--- config.mk ---
export PLATFORM = sky130hd
export DESIGN_NAME = oal_ctrl
export DESIGN_NICKNAME = d
export VERILOG_FILES = /design/src/rtl/oal_pkg.sv /design/src/rtl/oal_ctrl.sv
export SDC_FILE = /design/constraint.sdc
export NUM_CORES = 1
export LEC_CHECK = 0
export ABC_AREA = 1
export ABC_CLOCK_PERIOD_IN_PS = 1300
export BUFFER_PORTS_ARGS = -buffer_cell sky130_fd_sc_hd__buf_4
export CAP_MARGIN = 0
export CORE_MARGIN = 3
export CORE_UTILIZATION = 38
export CTS_BUF_LIST = sky130_fd_sc_hd__clkbuf_2
export DETAILED_ROUTE_END_ITERATION = 10
export GPL_TIMING_DRIVEN = 0
export PLACE_DENSITY = 0.69
export SETUP_SLACK_MARGIN = 0.15
export SLEW_MARGIN = 30
export SYNTH_ARGS = -nofsm -noshare
export SYNTH_HDL_FRONTEND = slang
export SYNTH_SLANG_ARGS = --single-unit
--- constraint.sdc ---
create_clock -name clk -period 1.3 [get_ports clk]
set_input_delay 0.26 -clock clk [delete_from_list [all_inputs] [get_ports clk]]
set_output_delay 0.26 -clock clk [all_outputs]
set_load 0.005 [all_outputs]
--- src/rtl/oal_pkg.sv ---
// ----------------------------------------------------------------------------
// oal_pkg: shared types and constants for the ordered array list
// Field widths, operation and status codes, controller states and the
// command/status structs that join the controller and the datapath.
// ----------------------------------------------------------------------------
`default_nettype none

package oal_pkg;

  localparam int OAL_DEPTH = 64;

  localparam int OP_W     = 3;
  localparam int POS_W    = 7;
  localparam int KEY_W    = 32;
  localparam int VAL_W    = 32;
  localparam int STATUS_W = 3;
  localparam int FOUND_W  = 6;
  localparam int COUNT_W  = 7;

  typedef enum logic [OP_W-1:0] {
    OP_READ     = 3'd0,
    OP_SEARCH   = 3'd1,
    OP_INS_POS  = 3'd2,
    OP_INS_HEAD = 3'd3,
    OP_INS_TAIL = 3'd4,
    OP_REMOVE   = 3'd5
  } op_t;

  typedef enum logic [STATUS_W-1:0] {
    ST_OK        = 3'd0,
    ST_NOT_FOUND = 3'd1,
    ST_FULL      = 3'd2,
    ST_EMPTY     = 3'd3,
    ST_BAD_INDEX = 3'd4
  } status_t;

  typedef enum logic [3:0] {
    S_IDLE,
    S_DECODE,
    S_RD_WAIT,
    S_SRCH,
    S_SHIFT_UP,
    S_INS_WR,
    S_RM_WAIT,
    S_SHIFT_DN,
    S_DONE
  } state_t;

  // Next value of the entry pointer; the memory is always read at that value.
  typedef enum logic [2:0] {
    P_HOLD,
    P_POS,
    P_ZERO,
    P_INC,
    P_DEC,
    P_LAST
  } ptr_op_t;

  typedef enum logic [1:0] {
    WR_NONE,
    WR_UP,
    WR_DOWN,
    WR_NEW
  } wr_op_t;

  typedef struct packed {
    logic    load_item;
    ptr_op_t ptr_op;
    wr_op_t  wr_op;
    logic    set_status;
    status_t status;
    logic    cap_data;
    logic    cap_found;
    logic    cnt_inc;
    logic    cnt_dec;
    logic    load_out;
  } dp_cmd_t;

  typedef struct packed {
    logic [OP_W-1:0] op;
    logic            full;
    logic            empty;
    logic            pos_lt_cnt;
    logic            pos_le_cnt;
    logic            tgt_at_end;
    logic            key_match;
    logic            ptr_last;
    logic            ptr_at_tgt;
    logic            out_free;
  } dp_status_t;

endpackage

`default_nettype wire

--- src/rtl/oal_ctrl.sv ---
// ----------------------------------------------------------------------------
// oal_ctrl: operation sequencer
// Decodes each operation and steps the datapath through reads, searches
// and the one-entry-per-cycle shifts of inserts and removes.
// ----------------------------------------------------------------------------
`default_nettype none

module oal_ctrl import oal_pkg::*; (
  input  wire logic       clk,
  input  wire logic       rst_n,
  input  wire logic       in_valid,
  output logic            in_ready,
  input  wire dp_status_t sts,
  output dp_cmd_t         cmd
);

  state_t state_r, state_nxt;

  always_ff @(posedge clk) begin
    if (!rst_n) begin
      state_r <= S_IDLE;
    end else begin
      state_r <= state_nxt;
    end
  end

  always_comb begin
    state_nxt      = state_r;
    in_ready       = 1'b0;
    cmd            = '0;
    cmd.ptr_op     = P_HOLD;
    cmd.wr_op      = WR_NONE;
    cmd.status     = ST_OK;

    unique case (state_r)
      S_IDLE: begin
        in_ready = 1'b1;
        if (in_valid) begin
          cmd.load_item = 1'b1;
          state_nxt     = S_DECODE;
        end
      end

      S_DECODE: begin
        state_nxt      = S_DONE;
        cmd.set_status = 1'b1;
        cmd.status     = ST_BAD_INDEX;
        unique case (sts.op)
          OP_READ: begin
            if (sts.pos_lt_cnt) begin
              cmd.set_status = 1'b0;
              cmd.ptr_op     = P_POS;
              state_nxt      = S_RD_WAIT;
            end
          end
          OP_SEARCH: begin
            if (sts.empty) begin
              cmd.status = ST_NOT_FOUND;
            end else begin
              cmd.set_status = 1'b0;
              cmd.ptr_op     = P_ZERO;
              state_nxt      = S_SRCH;
            end
          end
          OP_INS_POS, OP_INS_HEAD, OP_INS_TAIL: begin
            priority if (sts.full) begin
              cmd.status = ST_FULL;
            end else if (sts.op == OP_INS_POS && !sts.pos_le_cnt) begin
              cmd.status = ST_BAD_INDEX;
            end else if (sts.tgt_at_end) begin
              cmd.set_status = 1'b0;
              state_nxt      = S_INS_WR;
            end else begin
              // Shift from the last entry down to the insert position.
              cmd.set_status = 1'b0;
              cmd.ptr_op     = P_LAST;
              state_nxt      = S_SHIFT_UP;
            end
          end
          OP_REMOVE: begin
            priority if (sts.empty) begin
              cmd.status = ST_EMPTY;
            end else if (!sts.pos_lt_cnt) begin
              cmd.status = ST_BAD_INDEX;
            end else begin
              cmd.set_status = 1'b0;
              cmd.ptr_op     = P_POS;
              state_nxt      = S_RM_WAIT;
            end
          end
          default: begin
            cmd.status = ST_BAD_INDEX;
          end
        endcase
      end

      S_RD_WAIT: begin
        cmd.cap_data = 1'b1;
        state_nxt    = S_DONE;
      end

      S_SRCH: begin
        priority if (sts.key_match) begin
          cmd.cap_found = 1'b1;
          state_nxt     = S_DONE;
        end else if (sts.ptr_last) begin
          cmd.set_status = 1'b1;
          cmd.status     = ST_NOT_FOUND;
          state_nxt      = S_DONE;
        end else begin
          cmd.ptr_op = P_INC;
        end
      end

      S_SHIFT_UP: begin
        cmd.wr_op = WR_UP;
        if (sts.ptr_at_tgt) begin
          state_nxt = S_INS_WR;
        end else begin
          cmd.ptr_op = P_DEC;
        end
      end

      S_INS_WR: begin
        cmd.wr_op   = WR_NEW;
        cmd.cnt_inc = 1'b1;
        state_nxt   = S_DONE;
      end

      S_RM_WAIT: begin
        cmd.cap_data = 1'b1;
        if (sts.ptr_last) begin
          cmd.cnt_dec = 1'b1;
          state_nxt   = S_DONE;
        end else begin
          cmd.ptr_op = P_INC;
          state_nxt  = S_SHIFT_DN;
        end
      end

      S_SHIFT_DN: begin
        cmd.wr_op = WR_DOWN;
        if (sts.ptr_last) begin
          cmd.cnt_dec = 1'b1;
          state_nxt   = S_DONE;
        end else begin
          cmd.ptr_op = P_INC;
        end
      end

      S_DONE: begin
        if (sts.out_free) begin
          cmd.load_out = 1'b1;
          state_nxt    = S_IDLE;
        end
      end

      default: begin
        state_nxt = S_IDLE;
      end
    endcase
  end

endmodule

`default_nettype wire

==> summary.md <==
| Metric | Value |
|---|---|
| Status | `finished, violations left` |
| Failing checks | `setup timing` |
| Final setup margin | `-0.2736 ns` |
| Type of the worst min-delay path | `primary input to register` |
| Number of flip-flops under the largest register name | `4` |
| DR vias | `850` |
| Final Hold Viols | `0` |
| Cell area power density | `676.0 mW/mm^2` |
| RSZ-0062 raised after global routing | `true` |
| Worst-margin pin slew | `0.2406 ns` |
| Endpoints failing setup | `13` |
| Peak supply drop | `0.4768 mV` |
| Number of diodes | `0` |
| Worst Path Required | `1.04 ns` |
| Largest Register | `state_r` |
| Relative slew slack | `0.8381` |
| Cell Rows | `13` |
| CTS sink cnt | `4` |
| Critical path class | `register to output pin` |
| R2R depth | `10` |
| Top cell type's share of synthesized area | `0.1618` |
| Met1 Use GR | `0.2347` |
| Grt ovf | `0` |
| Avg Cell Area, Syn | `5.303 sq um` |
| Tcrit/Tclk final | `1.210` |
| Die Y-Extent | `44.28 um` |
| Routed wire length | `2122 um` |
| Clk_lat worst skew | `0.22 ns` |
| Final min period | `1.574 ns` |
| Final slew viol count | `0` |
| Htree depth | `1` |
| Drc violations | `0` |
| Hold path depth | `3` |
| Synth Instances | `105` |
| Worst Path Arrival | `1.31 ns` |
| DR pass1 iterations | `4` |
| Fraction of registers with async set/reset | `0` |
| Post-synth EDFFs | `0` |
| Regs by FF count | `state_r x4` |
| Die area | `0.001961 sq mm` |
| Routed len/inst | `12.63 um` |
| HP Start | `rst_n` |
| 1st-iter DRT viols | `22` |
| Synth top cells by count | `nand2_1, inv_1, nor2_1` |
| FF+latch count, synth | `4` |
| Largest net degree at the start of global routing | `7` |
| RR Endpoint | `state_r[0]` |
| Tot GR Track Use | `0.1925` |
| Die width | `44.28 um` |
| Lkg Pwr | `0.6103 nW` |
| CP startpoint kind | `register` |
| Max_cap viols | `0` |
| DR vias/cell | `5.060` |
| Post-place setup slack | `-0.1426 ns` |
| Share of cells above drive strength 1 | `0.5163` |
| Cell taking the most area after synthesis | `nand2_1` |
| Vias in the first global route | `704` |
| Synth area leaders | `nand2_1, inv_1, dfxtp_1` |
| Syn Nets | `120` |
| Total I/O pin count | `31` |
| Crit-path max FO | `5` |
| Placeable core area | `0.001334 sq mm` |
| Antenna violations before repair | `0` |
| R2r setup slk | `-0.08 ns` |
| Filler Cell Count | `94` |
| Fmax | `0.6355 GHz` |
| Clock tree buffer depth | `2` |
| Synth cell types | `21` |
| Count leader, synth | `nand2_1` |
| Seq/Total Area, Yosys | `0.1438` |
| Clock Skew | `0.01710 ns` |
| Port bufs | `30` |
| Clk pin slew, worst setup/hold paths | `0.06 ns` |
| Syn. warnings | `0` |
| RR Startpoint | `state_r[1]` |
| GR Util met3 | `0.01220` |
| Post-CTS Hold Buffers | `0` |
| Global-route wire length before repair | `2787 um` |
| Area growth from synthesis to layout | `91.68%` |
| Critical path capture point type | `output pin` |
| Busiest layer in global routing | `met2` |
| Met2 usage | `0.3401` |
| Setup tns final | `-2.345 ns` |
| GP Congestion | `0.8049` |
| CTS Buf Count | `3` |
| Netlist Area Pre-Place | `556.8 sq um` |
| CTS tree | `built` |
| Utilization after layout | `0.8002` |
| Main synth FF type | `dfxtp_1` |
| Initial core utilization | `0.4174` |
| Antenna Nets Post-Route | `0` |
| Post-DP HPWL | `1262 um` |
| Hold EP | `state_r[3]` |
| Final nets | `170` |
| CTS Root Cell | `clkbuf_2` |
==> cells by family after synthesis <==
kind of cell	share of synthesized area
AOI/OAI and AO/OA	0.09887
buffers and inverters	0.1753
DFF	0.1438
and+or+nand+nor	0.5820
==> worst max-delay path by stage <==
stage          cells past startpoint       start  endpoint  slack, ns
4_1_cts                            6  state_r[2]   cmd[11]      -0.26
6_report                           6  state_r[1]   cmd[11]      -0.27
5_1_grt                            7  state_r[1]   cmd[12]      -0.34
3_5_place_dp                       9     sts[10]   cmd[11]      -0.14
3_3_place_gp                       9     sts[10]   cmd[11]      -0.14
2_1_floorplan                      6  state_r[1]   cmd[13]       0.13
==> per-layer routing <==
layer	up-vias	routed length (um)
li1	429	-
met1	371	821
met2	40	1100
met3	10	105
met4	0	95
met5	-	0
==> critical path, stage by stage, from the launching register on <==
cell	delay (ns)
dfxtp_4	0.41
nand2_1	0.08
inv_1	0.08
nand2_1	0.10
o21ai_2	0.18
nand3b_1	0.13
buf_4	0.11
==> layout make-up <==
type	instances	area, sq um	share of cell area
clock buffers	3	15.01	0.01407
inverters	26	105.1	0.09848
multi-input cells	75	469.2	0.4396
flip-flops and latches	4	95.09	0.08910
repair buffers	45	364.1	0.3411
well taps	15	18.77	0.01759
==> metrics by stage <==
step                      instances  cell area [sq um]  total power, mW  hold slack (ns)
after floorplan                 105              566.8           0.3208           0.3576
after global placement          150              810.8           0.4436           0.4659
after detailed placement        150              810.8           0.4426           0.4622
after CTS                       160              934.6           0.6415           0.2477
after global routing            168               1067           0.7717           0.2604
final                           168               1067           0.7215           0.2504
==> layout by cell type, fill, tap and decap left out, types with 2 or more instances in the layout <==
cell and instances:
nand2_1 23, nand3_1 6, a21oi_1 5, inv_4 3
nor3_2 3, nand3_2 2, nor2_2 5, o21ai_0 3
nand3_4 2, inv_1 21, buf_6 7, nand2_2 2
nand4_1 3, dfxtp_4 4, buf_4 38, nand3b_1 2
clkbuf_2 3, nor2_1 8, nor2_4 5, inv_2 2
==> power by group <==
part	switching [mW]	leakage (nW)	internal (mW)	total, mW
clock network	0.0568	0.0125	0.0621	0.119
logic	0.210	0.562	0.224	0.434
registers	0.0322	0.0356	0.137	0.169
==> timing repair <==
action	4_1_cts	5_1_grt
resized for setup	16	18
setup buffers	7	8
setup endpoints to repair	18	19
pin swaps	5	11
No activity file was read; power rests on OpenSTA's default activity.
